`config.mk`:
```
export PLATFORM = sky130hd
export DESIGN_NAME = condition_code_flag_unit_flat
export DESIGN_NICKNAME = d
export VERILOG_FILES = /design/src/rtl/core/ccfu_pkg.sv /design/src/rtl/core/ccfu_in_if.sv /design/src/rtl/core/ccfu_out_if.sv /design/src/rtl/core/ccfu_flag_logic.sv /design/src/rtl/core/condition_code_flag_unit.sv /design/src/flat_wrapper.sv
export SDC_FILE = /design/constraint.sdc
export NUM_CORES = 1
export LEC_CHECK = 0
export BUFFER_PORTS_ARGS = -buffer_cell sky130_fd_sc_hd__clkbuf_2
export CAP_MARGIN = 0
export CORE_UTILIZATION = 30
export CTS_BUF_LIST = sky130_fd_sc_hd__clkbuf_8
export DETAILED_ROUTE_END_ITERATION = 10
export PLACE_DENSITY_LB_ADDON = 0.1
export SLEW_MARGIN = 5
export SYNTH_ARGS = -nofsm -noshare
export SYNTH_HDL_FRONTEND = slang
export SYNTH_SLANG_ARGS = --single-unit
```
`constraint.sdc`:
```
create_clock -name clk -period 4.71 [get_ports clk]
set_input_delay 0.471 -clock clk [delete_from_list [all_inputs] [get_ports clk]]
set_output_delay 0.471 -clock clk [all_outputs]
set_load 0.03 [all_outputs]
```
`src/rtl/core/ccfu_pkg.sv`:
```
// ----------------------------------------------------------------------------
// ccfu_pkg: condition code flag unit shared definitions
// Field widths, rule codes and the item/flag structs used by the flag unit.
// ----------------------------------------------------------------------------
package ccfu_pkg;

  localparam int unsigned DataW  = 32;
  localparam int unsigned SizeW  = 2;
  localparam int unsigned CRuleW = 4;
  localparam int unsigned VRuleW = 3;

  typedef enum logic [SizeW-1:0] {
    SIZE_BYTE = 2'd0,
    SIZE_WORD = 2'd1,
    SIZE_LONG = 2'd2,
    SIZE_ALT  = 2'd3
  } size_code_t;

  typedef enum logic [CRuleW-1:0] {
    C_KEEP  = 4'd0,
    C_CLEAR = 4'd1,
    C_SET   = 4'd2,
    C_ADD   = 4'd3,
    C_SUB   = 4'd4,
    C_LEFT  = 4'd5,
    C_RIGHT = 4'd6,
    C_ASH   = 4'd7,
    C_MUL   = 4'd8,
    C_DIV   = 4'd9
  } carry_rule_t;

  typedef enum logic [VRuleW-1:0] {
    V_KEEP  = 3'd0,
    V_CLEAR = 3'd1,
    V_ADD   = 3'd2,
    V_SUB   = 3'd3,
    V_SHIFT = 3'd4,
    V_ASH   = 3'd5,
    V_DIV   = 3'd6
  } overflow_rule_t;

  typedef struct packed {
    logic [DataW-1:0]  result_value;
    logic [DataW-1:0]  source_value;
    logic [DataW-1:0]  dest_value;
    logic [SizeW-1:0]  size_code;
    logic [CRuleW-1:0] carry_rule;
    logic [VRuleW-1:0] overflow_rule;
    logic              update_negative;
    logic              update_zero;
  } ccfu_item_t;

  typedef struct packed {
    logic n;
    logic z;
    logic v;
    logic c;
  } ccfu_flags_t;

  // True when a 32-bit value does not fit the signed 16-bit range.
  function automatic logic outside_s16(input logic [DataW-1:0] val);
    outside_s16 = (val[31:16] != {16{val[15]}});
  endfunction

endpackage

```
`src/rtl/core/ccfu_in_if.sv`:
```
// ----------------------------------------------------------------------------
// ccfu_in_if: input channel of the condition code flag unit
// Valid/ready channel carrying one flag update request per transaction.
// ----------------------------------------------------------------------------
interface ccfu_in_if;
  import ccfu_pkg::*;

  logic                valid;
  logic                ready;
  logic [DataW-1:0]    result_value;
  logic [DataW-1:0]    source_value;
  logic [DataW-1:0]    dest_value;
  logic [SizeW-1:0]    size_code;
  logic [CRuleW-1:0]   carry_rule;
  logic [VRuleW-1:0]   overflow_rule;
  logic                update_negative;
  logic                update_zero;

  modport source (
    output valid, result_value, source_value, dest_value, size_code,
           carry_rule, overflow_rule, update_negative, update_zero,
    input  ready
  );

  modport sink (
    input  valid, result_value, source_value, dest_value, size_code,
           carry_rule, overflow_rule, update_negative, update_zero,
    output ready
  );
endinterface

```
`src/rtl/core/ccfu_out_if.sv`:
```
// ----------------------------------------------------------------------------
// ccfu_out_if: result channel of the condition code flag unit
// Valid/ready channel carrying the four updated flags per transaction.
// ----------------------------------------------------------------------------
interface ccfu_out_if;
  logic valid;
  logic ready;
  logic flag_n;
  logic flag_z;
  logic flag_v;
  logic flag_c;

  modport source (
    output valid, flag_n, flag_z, flag_v, flag_c,
    input  ready
  );

  modport sink (
    input  valid, flag_n, flag_z, flag_v, flag_c,
    output ready
  );
endinterface

```
`src/rtl/core/ccfu_flag_logic.sv`:
```
// ----------------------------------------------------------------------------
// ccfu_flag_logic: next-flag computation
// Derives the new NZVC flags from one registered item and the current flags.
// ----------------------------------------------------------------------------
module ccfu_flag_logic (
  input  ccfu_pkg::ccfu_item_t  item,
  input  ccfu_pkg::ccfu_flags_t flags_cur,
  output ccfu_pkg::ccfu_flags_t flags_new
);
  import ccfu_pkg::*;

  logic [DataW-1:0] r, s, d;
  logic [5:0]       bits_w;
  logic [4:0]       msb;
  logic [DataW-1:0] low_mask;
  logic             rb, sb, db, s_neg, s_zero;

  // Arithmetic shift helpers
  logic             ash_left_over;
  logic [5:0]       ash_left_diff;
  logic [DataW-1:0] s_inv;
  logic [4:0]       ash_right_pos;
  logic             ash_c;
  logic             ash_big;
  logic [DataW-1:0] ash_ones;
  logic [4:0]       ash_shamt;
  logic [DataW-1:0] ash_mask;
  logic [DataW-1:0] ash_val;
  logic             ash_v;

  logic             c_new, n_new, v_new, z_new;

  assign r = item.result_value;
  assign s = item.source_value;
  assign d = item.dest_value;

  always_comb begin
    case (size_code_t'(item.size_code))
      SIZE_BYTE: begin
        bits_w   = 6'd8;
        msb      = 5'd7;
        low_mask = 32'h0000_00FF;
      end
      SIZE_WORD: begin
        bits_w   = 6'd16;
        msb      = 5'd15;
        low_mask = 32'h0000_FFFF;
      end
      default: begin
        bits_w   = 6'd32;
        msb      = 5'd31;
        low_mask = 32'hFFFF_FFFF;
      end
    endcase
  end

  assign rb     = r[msb];
  assign sb     = s[msb];
  assign db     = d[msb];
  assign s_neg  = s[DataW-1];
  assign s_zero = (s == '0);

  // Left count: C is bit (bits - count) of dest, zero beyond the width
  assign ash_left_over = (s > {26'd0, bits_w});
  assign ash_left_diff = bits_w - s[5:0];
  // Right count: position count-1 equals ~s, saturated at bit 31
  assign s_inv         = ~s;
  assign ash_right_pos = (s_inv > 32'd31) ? 5'd31 : s_inv[4:0];
  assign ash_c = s_neg ? d[ash_right_pos]
                       : (ash_left_over ? 1'b0 : d[ash_left_diff[4:0]]);

  // Overflow mask covers bits msb-count .. msb-1 of the magnitude
  assign ash_big   = (s >= {26'd0, bits_w});
  assign ash_ones  = (32'd1 << s[4:0]) - 32'd1;
  assign ash_shamt = msb - s[4:0];
  assign ash_mask  = (s_neg || s_zero) ? '0
                   : (ash_big ? '1 : (ash_ones << ash_shamt));
  assign ash_val   = db ? ~d : d;
  assign ash_v     = ((ash_val & ash_mask) != '0);

  always_comb begin
    case (carry_rule_t'(item.carry_rule))
      C_CLEAR: c_new = 1'b0;
      C_SET:   c_new = 1'b1;
      C_ADD:   c_new = (sb & db) | (~rb & db) | (sb & ~rb);
      C_SUB:   c_new = (sb & ~db) | (rb & ~db) | (sb & rb);
      C_LEFT:  c_new = sb;
      C_RIGHT: c_new = s[0];
      C_ASH:   c_new = s_zero ? flags_cur.c : ash_c;
      C_MUL:   c_new = outside_s16(r);
      C_DIV:   c_new = s_zero;
      default: c_new = flags_cur.c;
    endcase
  end

  assign n_new = item.update_negative ? rb : flags_cur.n;

  always_comb begin
    case (overflow_rule_t'(item.overflow_rule))
      V_CLEAR: v_new = 1'b0;
      V_ADD:   v_new = (sb & db & ~rb) | (~sb & ~db & rb);
      V_SUB:   v_new = (~sb & db & ~rb) | (sb & ~db & rb);
      V_SHIFT: v_new = n_new ^ c_new;
      V_ASH:   v_new = ash_v;
      V_DIV:   v_new = s_zero | outside_s16(r);
      default: v_new = flags_cur.v;
    endcase
  end

  assign z_new = item.update_zero ? ((r & low_mask) == '0) : flags_cur.z;

  assign flags_new = '{n: n_new, z: z_new, v: v_new, c: c_new};

endmodule

```
`src/rtl/core/condition_code_flag_unit.sv`:
```
// ----------------------------------------------------------------------------
// condition_code_flag_unit: NZVC condition code register with update rules
// Keeps the four status flags and applies one rule set per transaction.
// ----------------------------------------------------------------------------
// Usage:
//   in_if  : valid/ready channel; each transaction brings the result, source
//            and destination operands, the operand size, a carry rule, an
//            overflow rule and the N/Z update enables.
//   out_if : valid/ready channel; each transaction returns the four flags
//            as they stand after that update, one result per input.
//   Path: the input register captures at the accepting edge, then the flag
//            register that drives the outputs takes the result once the
//            output slot is free or draining, and output valid rises.
//   Throughput: one transaction per cycle while out_if.ready is high; the
//            flag logic is a single combinational pass from the input
//            register to the flag register, also serving as result register.
//   Reset (rst_n low, synchronous): flags clear to zero, both stages empty.
//   Stall: when out_if.ready is low the result holds; the input register
//            still takes one more transaction, then in_if.ready drops.
// ----------------------------------------------------------------------------
module condition_code_flag_unit (
  input  logic           clk,
  input  logic           rst_n,
  ccfu_in_if.sink        in_if,
  ccfu_out_if.source     out_if
);
  import ccfu_pkg::*;

  logic        in_vld_r;
  ccfu_item_t  in_item_r;
  logic        out_vld_r;
  ccfu_flags_t flags_r;
  ccfu_flags_t flags_nxt;
  logic        advance;
  logic        in_take;

  // Advance the registered item into the flag register when the result slot
  // is free or being drained this cycle.
  assign advance = in_vld_r && (!out_vld_r || out_if.ready);
  assign in_if.ready = !in_vld_r || advance;
  assign in_take     = in_if.valid && in_if.ready;

  always_ff @(posedge clk) begin
    if (!rst_n) begin
      in_vld_r <= 1'b0;
    end else if (in_if.ready) begin
      in_vld_r <= in_if.valid;
    end
  end

  // Payload register: capture only on an accepted transaction.
  always_ff @(posedge clk) begin
    if (in_take) begin
      in_item_r <= '{result_value:    in_if.result_value,
                     source_value:    in_if.source_value,
                     dest_value:      in_if.dest_value,
                     size_code:       in_if.size_code,
                     carry_rule:      in_if.carry_rule,
                     overflow_rule:   in_if.overflow_rule,
                     update_negative: in_if.update_negative,
                     update_zero:     in_if.update_zero};
    end
  end

  ccfu_flag_logic u_flag_logic (
    .item      (in_item_r),
    .flags_cur (flags_r),
    .flags_new (flags_nxt)
  );

  // The flag state doubles as the result payload: it only changes when a
  // new result enters the output slot, so a held result never moves.
  always_ff @(posedge clk) begin
    if (!rst_n) begin
      flags_r   <= '0;
      out_vld_r <= 1'b0;
    end else begin
      if (advance) begin
        flags_r <= flags_nxt;
      end
      if (advance) begin
        out_vld_r <= 1'b1;
      end else if (out_if.ready) begin
        out_vld_r <= 1'b0;
      end
    end
  end

  assign out_if.valid  = out_vld_r;
  assign out_if.flag_n = flags_r.n;
  assign out_if.flag_z = flags_r.z;
  assign out_if.flag_v = flags_r.v;
  assign out_if.flag_c = flags_r.c;

endmodule
```
`src/flat_wrapper.sv`:
```
// flat-port wrapper written by rule: the top's interface ports become plain ports
module condition_code_flag_unit_flat import ccfu_pkg::*;
  (clk, rst_n, in_if_valid, in_if_result_value, in_if_source_value, in_if_dest_value, in_if_size_code, in_if_carry_rule, in_if_overflow_rule, in_if_update_negative, in_if_update_zero, in_if_ready, out_if_valid, out_if_flag_n, out_if_flag_z, out_if_flag_v, out_if_flag_c, out_if_ready);
  ccfu_in_if in_if_i ();
  ccfu_out_if out_if_i ();
  input  logic clk;
  input  logic rst_n;
  input wire logic [$bits(in_if_i.valid)-1:0] in_if_valid;
  input wire logic [$bits(in_if_i.result_value)-1:0] in_if_result_value;
  input wire logic [$bits(in_if_i.source_value)-1:0] in_if_source_value;
  input wire logic [$bits(in_if_i.dest_value)-1:0] in_if_dest_value;
  input wire logic [$bits(in_if_i.size_code)-1:0] in_if_size_code;
  input wire logic [$bits(in_if_i.carry_rule)-1:0] in_if_carry_rule;
  input wire logic [$bits(in_if_i.overflow_rule)-1:0] in_if_overflow_rule;
  input wire logic [$bits(in_if_i.update_negative)-1:0] in_if_update_negative;
  input wire logic [$bits(in_if_i.update_zero)-1:0] in_if_update_zero;
  output wire logic [$bits(in_if_i.ready)-1:0] in_if_ready;
  output wire logic [$bits(out_if_i.valid)-1:0] out_if_valid;
  output wire logic [$bits(out_if_i.flag_n)-1:0] out_if_flag_n;
  output wire logic [$bits(out_if_i.flag_z)-1:0] out_if_flag_z;
  output wire logic [$bits(out_if_i.flag_v)-1:0] out_if_flag_v;
  output wire logic [$bits(out_if_i.flag_c)-1:0] out_if_flag_c;
  input wire logic [$bits(out_if_i.ready)-1:0] out_if_ready;
  assign in_if_i.valid = in_if_valid;
  assign in_if_i.result_value = in_if_result_value;
  assign in_if_i.source_value = in_if_source_value;
  assign in_if_i.dest_value = in_if_dest_value;
  assign in_if_i.size_code = in_if_size_code;
  assign in_if_i.carry_rule = in_if_carry_rule;
  assign in_if_i.overflow_rule = in_if_overflow_rule;
  assign in_if_i.update_negative = in_if_update_negative;
  assign in_if_i.update_zero = in_if_update_zero;
  assign in_if_ready = in_if_i.ready;
  assign out_if_valid = out_if_i.valid;
  assign out_if_flag_n = out_if_i.flag_n;
  assign out_if_flag_z = out_if_i.flag_z;
  assign out_if_flag_v = out_if_i.flag_v;
  assign out_if_flag_c = out_if_i.flag_c;
  assign out_if_i.ready = out_if_ready;
  condition_code_flag_unit u_core (.clk(clk), .rst_n(rst_n), .in_if(in_if_i), .out_if(out_if_i));
endmodule
```
# == Yosys cells after proc, flatten, opt, wreduce, memory -nomap -nowiden ==
# Cells that the tools add are included.
# totals
in_bits,111
elab_cells,109
register_bits,113
out_inout_bits,6
# classes
n_lt_le_gt_ge,6
muxes,25
n_reduce_logical,15
n_shift,2
addsub,3
n_eq_ne,17
n_bitwise,27
# op_table
op,n
$mux W32,3
$and A32 B32 Y32,2
$logic_not A32 Y1,2
$not A32 Y32,2
$pmux W32 S2,1
$ge A32 B6 Y1,1
$gt A32 B5 Y1 const B,1
$gt A32 B6 Y1,1
$reduce_bool A32 Y1,1
$shl A1 B5 Y32 const A,1
$shl A32 B5 Y32,1
$sub A32 B1 Y32 const B,1
$bmux W1 S5,5
$lt A5 B6 Y1 const B,3
$eq A4 B3 Y1 const B,4
$ne A16 B16 Y1,1
$and A1 B1 Y1,12
$pmux W6 S2,1
$mux W1,11
$pmux W5 S2,1
$sub A5 B5 Y5,2
$eq A3 B3 Y1 const B,3
$pmux W1 S9,1
$eq A4 B2 Y1 const B,2
17 further kinds,32

# == Depth between registers and ports, before layout ==
# logic_depth
ltp_word,11
ltp_mapped,22
ltp_nobuf,18

# == Hierarchy ==
# From an unflattened synthesis, not the netlist that was laid out.
# unflattened
cells_unflattened,998
hier_area_um2,9339.0
# modules_own_cells
module,instances,area_each_um2,cells_per_inst,seq_area_each_um2
ccfu_flag_logic,1,5868.1,864,0.0
condition_code_flag_unit,1,3470.8,134,3333.2

# == Worst setup path after synthesis ==
# No wires, ideal clock.
# synth_timing
kind,reg-to-reg
from,register u_core.in_item_r[43] (netlist name)
to,"register u_core.flags_r, in the netlist u_core.out_if.flag_v"
arrival_time_ns,4.422
stages_incl_launch_ff,23
path_slack_ns,0.161
path_buffers,4
path_cell_list,edfxtp_1 buf_2 inv_1 clkbuf_1 ha_1 ha_1 nand2b_1 nor2_2 inv_2 ha_1 clkbuf_1 o21ai_0 a22oi_2 and3_1 buf_4 nand3_1 a211oi_1 a221o_1 nand3_2 nor3_1 or4_4 nor4_2 a31oi_1
# synth_via
elab_chain_len,10
# synth_lines
item,line,rtl
"start, declared",condition_code_flag_unit.sv:30,ccfu_item_t in_item_r;
"start signal, assigned",condition_code_flag_unit.sv:54,"in_item_r <= '{result_value: in_if.result_value,"
$not A32 Y32,ccfu_flag_logic.sv:67,assign s_inv = ~s;
$gt A32 B5 Y1,ccfu_flag_logic.sv:68,assign ash_right_pos = (s_inv > 32'd31) ? 5'd31 : s_inv[4:0];
$mux W5,ccfu_flag_logic.sv:68,
$bmux W1 S5,ccfu_flag_logic.sv:69,assign ash_c = s_neg ? d[ash_right_pos]
$mux W1 (implied by the code),ccfu_flag_logic.sv:69,
$mux W1,ccfu_flag_logic.sv:69,
$mux W1,ccfu_flag_logic.sv:89,C_ASH: c_new = s_zero ? flags_cur.c : ash_c;
$pmux W1 S9,ccfu_flag_logic.sv:82,case (carry_rule_t'(item.carry_rule))
$xor A1 B1 Y1,ccfu_flag_logic.sv:103,V_SHIFT: v_new = n_new ^ c_new;
$pmux W1 S6 (*),ccfu_flag_logic.sv:99,case (overflow_rule_t'(item.overflow_rule))
"end signal, assigned",condition_code_flag_unit.sv:79,flags_r <= flags_nxt;
"end, declared",condition_code_flag_unit.sv:32,ccfu_flags_t flags_r;
# Every way passes the cells marked *; elsewhere a longest branch is shown, timed or not. The select of a mux whose other input is x is not followed.
# A chain may end at the register's enable or synchronous reset.

# == Worst setup path after layout ==
# Ends and elaborated chain as after synthesis.

==> metrics.md <==
| Metric | Value |
|---|---|
| Most used cell, CP | `ha_1` |
| Synthesized area | `roughly 8000 um^2` |
| Drt drc | `0` |
| Final number of setup-violating endpoints | `0` |
| GRT Total Usage | `0.2041` |
| Pins over their slew limit | `0` |
| Leak | `3.421 nW` |
| Top_reg_cell synth | `edfxtp_1` |
| TritonCTS clock tree | `built` |
| Initial Util | `0.3086` |
| Kind of critical path | `reg -> reg` |
| Post-CTS Hold Fix Bufs | `0` |
| Setup slack at placement | `310.2 ps` |
| Pwr dens | `298.2 nW/um^2` |
| # port buffers | `116` |
| Critical Path End Type | `register` |
| Bufs on Longest Clock Path | `2` |
| Synth Net Count | `about 950` |
| Post-DRT Antenna Nets | `0` |
| Finished Core Util | `0.3638` |
| Vias | `about 7,400` |
| Register area share after synthesis | `0.4099` |
| RSZ-0062 raised after global routing | `false` |
| Vert. Die Dim | `between 150 and 200 um` |
| Final worst setup slack | `around 320 ps` |
| DR pass1 iterations | `6` |
| CTS sink cnt | `113` |
| Vias in the first global route | `7,405` |
| Hpwl dp | `approximately 21,000 um` |
| Total CTS buffers | `17` |
| Initial antenna violation count | `0` |
| Setup_tns | `0 ps` |
| Crit-path max cell delay | `500 ps` |
| Fin. Hold Viols | `0` |
| Buf+Inv Stages, Crit Path | `2` |
| R2R Setup Slk | `320 ps` |
| GPL Wtd Cong | `~0.9` |
| Diodes inserted | `0` |
| Core ar. | `roughly 26,000 um^2` |
| Worst slew pin tran | `between 1000 and 1500 ps` |
| Avg WL per Cell | `around 22 um` |
| Asr flop ratio synth | `0` |
| First-pass GRT wire length | `43,380 um` |
| DR vias/cell | `5.678` |
| Clock skew | `26.93 ps` |
| H-tree levels | `4` |
| Die Width | `between 150 and 200 um` |
| Nets@finish | `1,072` |
| Worst setup SP type | `register` |
| Overflow after GRT | `0` |
| Register bit total from synthesis | `about 110` |
| Initial DRC count | `about 700` |
| # Post-CTS Setup Buffers | `0` |
| Minimum clock period | `4394 ps` |
| Synthesized area per cell | `9.821 um^2` |
| Crit-path cells | `inv_1 > ha_1 > ha_1 > nand2b_1 > nor2_2 > inv_2 > ha_1 > or4b_4 > a22oi_2 > nand3_1 > nor3_2 > mux2i_1 > a221oi_1 > or3_1 > o2111ai_1 > a2111o_1 > nor4_2 > a31oi_1` |
| Ys Warns | `0` |
| Worst path required time | `5050 ps` |
| Area Overhead vs Synth | `17.91%` |
| Site row count | `59` |
| Max Clock Freq | `227.6 MHz` |
| Post-synth EDFFs | `107` |
| Layout cell share with drive strength beyond 1 | `0.2578` |
| Largest net degree at the start of global routing | `59` |
| Post-Route WL | `27,990 um` |
| CP delay by family, top | `simple AND/OR/NAND/NOR gates` |
| Peak supply drop | `0.1853 mV` |
| Worst-path clk slew | `100 ps` |
| Worst hold-check path type | `in -> reg` |
| Crit path DAT | `4730 ps` |
| Slowest CP cell | `or4b_4` |
| Full die area | `27,770 um^2` |
| Max Cap Viol | `0` |
| Crit share post-route | `0.9329` |
| Synth cell types | `95` |
| Max-slew headroom | `0.2918` |
| IO Count | `around 120` |
| Status | `completed` |
| Syn Inst Count | `a little over 800` |
| Clk_lat worst skew | `450 ps` |
| Post-cts resize count | `0` |
| Worst-path fanout max | `5` |
| CTS root buf | `clkbuf_8` |
[area by class of cell]
type | instances | area, um^2
Clock buffer | 17 | 234.0
Clock inverter | 15 | 155.1
Fill cell | 2672 | 16770
Inverter | 13 | 48.80
Multi-Input combinational cell | 644 | 4487
Sequential cell | 113 | 3333
Tap cell | 335 | 419.2
Timing Repair Buffer | 160 | 910.9
[path summary, 6_finish.rpt]
check | start | to | cells past startpoint
setup / recovery | u_core.in_item_r[43] | u_core.out_if.flag_v | 18
hold / removal | in_if_dest_value[1] | u_core.in_item_r[12] | 1
setup reg to reg | u_core.in_item_r[43] | u_core.out_if.flag_v | 18
hold reg to reg | u_core.out_if.flag_z | u_core.out_if.flag_z | 2
[layer usage]
metal | vias to the layer above | wire length, um | track usage
met5 | - | 0 | 0
met4 | 0 | 841 | 0.08937
met3 | 51 | 1615 | 0.03137
met2 | 302 | 13000 | 0.3263
met1 | 3505 | 12530 | 0.2733
li1 | 3507 | - | -
[synth_stat cells (5+ instances only)]
cell	count	area, um^2
mux2_2	6	67.56
nor2b_1	10	62.56
nand3_1	31	155.2
a21o_1	6	45.04
mux4_2	16	360.4
nor2_1	65	244.0
o221ai_1	6	52.55
buf_2	22	110.1
o31ai_1	9	67.56
ha_1	12	150.1
o21ai_0	34	170.2
nand4_1	27	168.9
nand2b_1	8	50.05
and2_1	8	50.05
xor2_1	5	43.79
nor3_1	25	125.1
o22ai_1	6	37.54
o21a_1	8	60.06
clkbuf_1	27	101.4
o311ai_0	5	43.79
or2_2	7	43.79
nand2_1	78	292.8
a21oi_1	38	190.2
o211ai_1	9	67.56
mux2i_1	16	160.2
a22oi_1	8	60.06
inv_1	8	30.03
edfxtp_1	107	3213
xnor2_1	35	306.5
and3_1	7	43.79
nor4_1	25	156.4
a31oi_1	18	112.6
a211oi_1	15	112.6
a221oi_1	10	87.58
dfxtp_1	6	120.1
[power by group]
group          internal, mW  leakage [nW]  switching (mW)
logic                 0.287          2.13           0.411
clock network         0.476         0.197           0.458
registers              1.17          1.09          0.0607
total                  1.93          3.42           0.930
[registers in the layout (all words and copies together), names as in the netlist]
| name | count |
|---|---|
| u_core.in_item_r | 107 |
| u_core.in_vld_r | 1 |
| u_core.out_if.flag_c | 1 |
| u_core.out_if.flag_n | 1 |
| u_core.out_if.flag_v | 1 |
| u_core.out_if.flag_z | 1 |
| u_core.out_if.valid | 1 |
[cell families (layout without fill, tap and decap cells)]
family,count (synthesis),in the layout,share of synthesized area
adder cells (fa/ha/maj),12,12,0.01846
multiplexers,40,40,0.07693
flip-flops,113,113,0.4099
AND/OR/NAND/NOR,325,325,0.2096
XOR/XNOR,42,42,0.04847
buffers and inverters,71,205,0.03862
AO/OA/AOI/OAI,225,225,0.1980
[cells in the final DEF, fill, tap and decap left out, types with 9 or more instances in the layout]
master / n
clkbuf_2: 116
edfxtp_1: 107
nand2_1: 78
nor2_1: 65
buf_4: 44
a21oi_1: 38
xnor2_1: 35
o21ai_0: 34
nand3_1: 31
nand4_1: 27
nor4_1: 25
nor3_1: 25
a31oi_1: 18
clkbuf_8: 17
mux2i_1: 16
mux4_2: 16
a211oi_1: 15
ha_1: 12
nor2b_1: 10
a221oi_1: 10
o31ai_1: 9
o211ai_1: 9
[through the flow]
stage	instance area, um^2	instances	hold slack [ps]	power (mW)
final	9588	1297	190.1	2.859
after global routing	9588	1297	168.7	3.002
after floorplan	8132	828	499.4	1.696
after detailed placement	9199	1265	470.2	1.939
after CTS	9588	1297	162.6	2.886
after global placement	9199	1265	454.6	1.949
[worst register-to-register path: cells and delay by family (launching register included)]
kind                       cells  cell delay (ps)
and+or+nand+nor                7             1590
adders and majority gates      3              630
DFF                            1              410
AOI/OAI and AO/OA              5             1360
muxes                          1              140
buffers and inverters          2              160
Power figures use the tool's default switching activity.
